[src/hdl/fbc_pkg.sv]
// Shared types and constants for the frustum box cull test.
package fbc_pkg;

	localparam int NUM_PLANES  = 6;
	localparam int NUM_AXES    = 3;
	localparam int NORM_W      = 16;
	localparam int NORM_FRAC   = 14;
	localparam int DIST_W      = 16;
	localparam int CFG_DATA_W  = 64;
	localparam int CFG_ADDR_W  = 6;
	localparam int CELL_STAGES = 2;
	localparam int PIPE_LAT    = NUM_PLANES * CELL_STAGES;

	// Register indexes, address is index times eight
	localparam logic [2:0] REG_PLANE_LEFT   = 3'd0;
	localparam logic [2:0] REG_PLANE_RIGHT  = 3'd1;
	localparam logic [2:0] REG_PLANE_BOTTOM = 3'd2;
	localparam logic [2:0] REG_PLANE_TOP    = 3'd3;
	localparam logic [2:0] REG_PLANE_NEAR   = 3'd4;
	localparam logic [2:0] REG_PLANE_FAR    = 3'd5;

	// One plane register: normal in Q1.14, distance in Q15.0
	typedef struct packed {
		logic signed [DIST_W-1:0] distance;
		logic signed [NORM_W-1:0] nz;
		logic signed [NORM_W-1:0] ny;
		logic signed [NORM_W-1:0] nx;
	} plane_t;

endpackage

[src/hdl/fbc_cell.sv]
// One plane cell: p-vertex pick, exact dot product, sign test, box handed on.
module fbc_cell
	import fbc_pkg::*;
#(
	parameter int COORD_WIDTH = 16
) (
	input  logic                                 clk,
	input  logic                                 arst_n,
	input  plane_t                               plane,
	input  logic                                 in_valid,
	input  logic                                 in_vis,
	input  logic [NUM_AXES-1:0][COORD_WIDTH-1:0] in_lo,
	input  logic [NUM_AXES-1:0][COORD_WIDTH-1:0] in_hi,
	output logic                                 out_valid,
	output logic                                 out_vis,
	output logic [NUM_AXES-1:0][COORD_WIDTH-1:0] out_lo,
	output logic [NUM_AXES-1:0][COORD_WIDTH-1:0] out_hi
);

	localparam int PROD_W  = NORM_W + COORD_WIDTH;
	localparam int DTERM_W = DIST_W + NORM_FRAC;
	localparam int SUM_W   = ((PROD_W > DTERM_W) ? PROD_W : DTERM_W) + 2;

	logic signed [NORM_W-1:0]      norm [NUM_AXES];
	logic signed [COORD_WIDTH-1:0] corner [NUM_AXES];
	logic signed [PROD_W-1:0]      prod [NUM_AXES];
	logic signed [DTERM_W-1:0]     dterm;
	logic signed [SUM_W-1:0]       sum;

	logic                                 valid_s1, vis_s1;
	logic [NUM_AXES-1:0][COORD_WIDTH-1:0] lo_s1, hi_s1;
	logic signed [PROD_W-1:0]             prod_s1 [NUM_AXES];
	logic signed [DTERM_W-1:0]            dterm_s1;

	logic                                 valid_s2, vis_s2;
	logic [NUM_AXES-1:0][COORD_WIDTH-1:0] lo_s2, hi_s2;

	assign norm[0] = plane.nx;
	assign norm[1] = plane.ny;
	assign norm[2] = plane.nz;

	// Pick the corner farthest along the normal per axis and multiply
	always_comb begin
		for (int a = 0; a < NUM_AXES; a++) begin
			corner[a] = norm[a][NORM_W-1] ? $signed(in_lo[a]) : $signed(in_hi[a]);
			prod[a]   = norm[a] * corner[a];
		end
	end

	// Distance scaled to the product's 14 fraction bits
	assign dterm = {plane.distance, {NORM_FRAC{1'b0}}};

	// Stage 1 control
	always_ff @(posedge clk or negedge arst_n) begin
		if (!arst_n) begin
			valid_s1 <= 1'b0;
		end else begin
			valid_s1 <= in_valid;
		end
	end

	// Stage 1 payload
	always_ff @(posedge clk) begin
		vis_s1   <= in_vis;
		lo_s1    <= in_lo;
		hi_s1    <= in_hi;
		dterm_s1 <= dterm;
		for (int a = 0; a < NUM_AXES; a++) begin
			prod_s1[a] <= prod[a];
		end
	end

	// Sum exactly, reject on a negative result
	assign sum = SUM_W'(prod_s1[0]) + SUM_W'(prod_s1[1]) + SUM_W'(prod_s1[2])
		+ SUM_W'(dterm_s1);

	// Stage 2 control
	always_ff @(posedge clk or negedge arst_n) begin
		if (!arst_n) begin
			valid_s2 <= 1'b0;
		end else begin
			valid_s2 <= valid_s1;
		end
	end

	// Stage 2 payload
	always_ff @(posedge clk) begin
		vis_s2 <= vis_s1 && !sum[SUM_W-1];
		lo_s2  <= lo_s1;
		hi_s2  <= hi_s1;
	end

	assign out_valid = valid_s2;
	assign out_vis   = vis_s2;
	assign out_lo    = lo_s2;
	assign out_hi    = hi_s2;

endmodule

[config.mk]
export PLATFORM = sky130hd
export DESIGN_NAME = fbc_cell
export DESIGN_NICKNAME = d
export VERILOG_FILES = /design/src/hdl/fbc_pkg.sv /design/src/hdl/fbc_cell.sv
export SDC_FILE = /design/constraint.sdc
export NUM_CORES = 2
export LEC_CHECK = 0
export BUFFER_PORTS_ARGS = -buffer_cell sky130_fd_sc_hd__clkbuf_2
export CAP_MARGIN = 20
export CORE_MARGIN = 5
export CORE_UTILIZATION = 25
export CTS_CLUSTER_SIZE = 30
export DETAILED_ROUTE_END_ITERATION = 8
export PLACE_DENSITY = 0.43
export SKIP_CTS_REPAIR_TIMING = 1
export SLEW_MARGIN = 20
export SYNTH_ARGS = -nofsm -noshare
export SYNTH_HDL_FRONTEND = slang
export SYNTH_SLANG_ARGS = --single-unit
[constraint.sdc]
create_clock -name clk -period 8.61 [get_ports clk]
set_clock_uncertainty 0.1 [all_clocks]
set_input_delay 1.722 -clock clk [delete_from_list [all_inputs] [get_ports clk]]
set_output_delay 1.722 -clock clk [all_outputs]
set_load 0.02 [all_outputs]
; ---- Word-level counts from Yosys, hierarchy flattened
; Memory sizes are Yosys's and may differ from the RTL's.
; Index checks and enable logic that the tools add are counted.
[word_totals]
register_bits = 212
ram_bits = 96
n_memories = 1
[op_classes]
n_addsub = 3
mul = 3
muxes = 3
reduce_logical = 2
[mem_list]
columns = name, words, word_bits, read_ports, rd_ports_with_merged_regs, write_ports, line_no
row1 = prod_s1, 3, 32, 3, 0, 3, fbc_cell.sv:32  ; logic signed [PROD_W-1:0] prod_s1 [NUM_AXES];
[op_table]
columns = operator, count
row1 = multiplier 16 x 16 -> 32 bit, 3
row2 = 2-to-1 mux 16 bit, 3
row3 = adder 33 x 32 -> 34 bit, 1
row4 = adder 34 x 30 -> 34 bit, 1
row5 = adder 32 x 32 -> 33 bit, 1
row6 = logical AND 1 bit, 1
row7 = zero test 1 bit, 1

; ---- Logic depth before layout (Yosys ltp)
; An unclocked memory read counts as a cell.
[logic_depth]
depth_word = 6
depth_mapped = 28
depth_no_buf = 24

; ---- Least setup slack after synthesis
; Ideal clock, no wire load.
[synth_timing]
path_kind = input to register
from = input plane[15] in the netlist's numbering
to = memory prod_s1[0][31] in the netlist's numbering
t_arrival_ps = 8000
setup_slack_ps = 391
stages = 25
path_buffers = 3
path_cell_list = clkbuf_1 clkbuf_1 nand2_1 inv_1 a21o_1 clkbuf_1 nand2_1 fa_1 inv_1 fa_1 fa_1 fa_1 fa_1 inv_1 fa_1 inv_1 ha_1 a211oi_1 nor2_1 o41a_1 a221o_1 a21oi_2 o21ai_1 o211a_1 a211o_1
[synth_rtl]
columns = element, line_no
row1 = from (decl), fbc_cell.sv:9  ; input plane_t plane,
row2 = to (decl), fbc_cell.sv:32

==> results.yml <==
timing:
  period_minus_slack_ns: 7.94
  max_freq_mhz: 126
  grt_setup_unrepaired: "no"
  relSlewSlack: 0.304
  setup_violations: 0
  fin_crit_sh: 0.922
  worst_pin_slew_ns: 1.03
  maxSlewViolCount: 0
  setup_slack_ns: 0.667
  final_hold_viol_count: 0
synthesis:
  syn_area_per_cell_um2: 10.1
  syn_nets: 5018
  synth_edf_count: 0
  netlist_instances: 3729
  synth_seq_cells: 308
  postSynth.asyncResetShare: 0.00649
  ys_seq_area_frac: 0.163
  synth.distinct_cells: 72
  synth_top_area_cell: "fa_1"
  yosysTopAreaCellShare: 0.442
  synth_area_um2: 37800
  ys_warn_count: 0
  synth_flop_cell: "dfxtp_1"
  synth_area_leaders: "fa_1 (44%), dfxtp_1 (16%), ha_1 (9.6%)"
hold_path:
  hold_path_class: "flip-flop to flip-flop"
routing:
  wl_per_cell_um: 16.3
  drc: 0
  vias_per_cell: 4.11
  routed_wirelength_um: 99100
  drtIter0Drc: 852
  vias: 24900
  ant_nets: 0
  drt_pass1_iterations: 5
clocking:
  cts-root-buf: "clkbuf_16"
  numCtsBuffers: 41
  cts_tree: "done"
  ctsHtreeMaxLevel: 2
  worstSkewPairLatency_ns: 0.59
  cts.sink_count: 308
  clockBufferDepth: 3
  clk_pin_slew_ns: 0.08
critical_path:
  crit_family: "adder cells"
  cp.arrival_ns: 8.35
  endpoint_kind: "flip-flop"
  critPathSlowestCell: "fa_1"
  crit_path_max_incr_delay_ns: 0.57
  cp_common_cell: "fa_1"
  crit_chain: "clkbuf_2 -> nand2_1 -> inv_1 -> a21o_1 -> nand2_1 -> fa_1 -> fa_1 -> fa_1 -> inv_1 -> fa_1 -> fa_1 -> inv_1 -> fa_1 -> inv_1 -> ha_1 -> nand4_1 -> nor3_1 -> o211ai_1 -> o211ai_2 -> a2111oi_0 -> nor3_1 -> o22ai_1 -> xnor2_1"
  worst-path-max-fanout: 17
  cp_data_required_time_ns: 9.01
  criticalPathCategory: "primary input to flip-flop"
  start_kind: "primary input"
  crit_buf_inv: 5
placement:
  io_buffers: 261
  dp_worst_setup_slack_ns: 0.00275
  finalWeightedCongestion: 0.800
  placed_cell_area_um2: 41900
  hpwl_um: 84700
floorplan:
  die_area_um2: 159000
  io_pins: 262
  rows: 142
  die_w_um: 399
  start_util: 0.252
  core-area_um2: 150000
  die_h_um: 399
global_route:
  grt_usage: 0.131
  grt_pass1_vias: 28500
  grt_start_max_net_pins: 18
  antenna_found_initial: 10
  grt_pass1_wl_um: 162000
  grt.overflow.total: 0
cells_and_area:
  area_growth_pct: 14.5
  final_common_cell: "inv_1"
  mostFrequentLayoutCells: "inv_1 (874), fa_1 (836), nand2_1 (359)"
  drive_above_1_share: 0.112
  final_area_um2: 43300
  nNetsFinal: 5303
outcome:
  status: "complete, no violations"
run:
  cap_violations: 0
flip-flops by register name, indices dropped and copies added, names as in the netlist:
name / flops
prod_s1: 96
hi_s1: 48
lo_s1: 48
out_hi: 48
out_lo: 48
dterm_s1: 16
out_valid: 1
out_vis: 1
valid_s1: 1
vis_s1: 1
layer usage:
layer | vias up | part of all wire | global-route usage
li1 | 11600 | - | -
met1 | 12800 | 0.43 | 0.169
met2 | 366 | 0.50 | 0.229
met3 | 102 | 0.042 | 0.0210
met4 | 4 | 0.023 | 0.0318
met5 | - | 0.00027 | 0
final cells by class:
| class | count | area, um^2 |
|---|---|---|
| Fill cell | 15800 | 107000 |
| Multi-Input combinational cell | 2443 | 28000 |
| Sequential cell | 308 | 6180 |
| Inverter | 874 | 3280 |
| Tap cell | 2016 | 2520 |
| Timing Repair Buffer | 346 | 1970 |
| Clock buffer | 54 | 1130 |
| Clock inverter | 20 | 259 |
| Antenna cell | 2 | 5.00 |
metrics by stage:
stage               TNS [ns]  hold slack [ns]  instances  utilization
global route               0            0.225       6061        0.289
floorplan                  0            0.210       3729            -
finish                     0            0.218       6063        0.289
global placement     -0.0369            0.210       5987        0.279
CTS                        0            0.206       6061        0.289
detailed placement         0            0.212       5987        0.279
logic make-up after synthesis:
| kind of cell | share of synthesized area |
|---|---|
| flops | 0.163 |
| compound gates | 0.0526 |
| buf+inv | 0.0971 |
| fa+ha+maj | 0.538 |
| simple gates | 0.123 |
| xor+xnor | 0.0252 |
| mux | 0.000793 |
cell usage after synthesis (9+ instances only):
cell type  count
nand2b_1      29
o21ai_0       37
ha_1         289
nor2_1        73
dfxtp_1      306
xnor2_1       90
a211oi_1      17
and3_1         9
xor2_1        19
or2_2         17
a21oi_1       78
and2_1       158
o21ai_1        9
a21o_1        54
inv_1        874
clkbuf_1      99
nand2_1      359
a21boi_0       9
o21bai_1      12
fa_1         836
nand3_1       19
nor2b_1      223
worst paths after layout:
check                                        from                endpoint  slack (ns)  depth (start not counted)
max                                     plane[47]  prod_s1[0][95]$_DFF_P_        0.67                         23
min                            valid_s1$_DFF_PN0_     out_valid$_DFF_PN0_        0.22                          0
max reg2reg                prod_s1[0][31]$_DFF_P_         out_vis$_DFF_P_        4.86                         12
min reg2reg                    valid_s1$_DFF_PN0_     out_valid$_DFF_PN0_        0.22                          0
max in group asynchronous                  arst_n      valid_s1$_DFF_PN0_        7.49                          1
min in group asynchronous                  arst_n     out_valid$_DFF_PN0_        0.79                          1
Power is left out: the tool's default activity adds up to more than one toggle a clock period on the data nets, which glitch-free logic cannot reach.
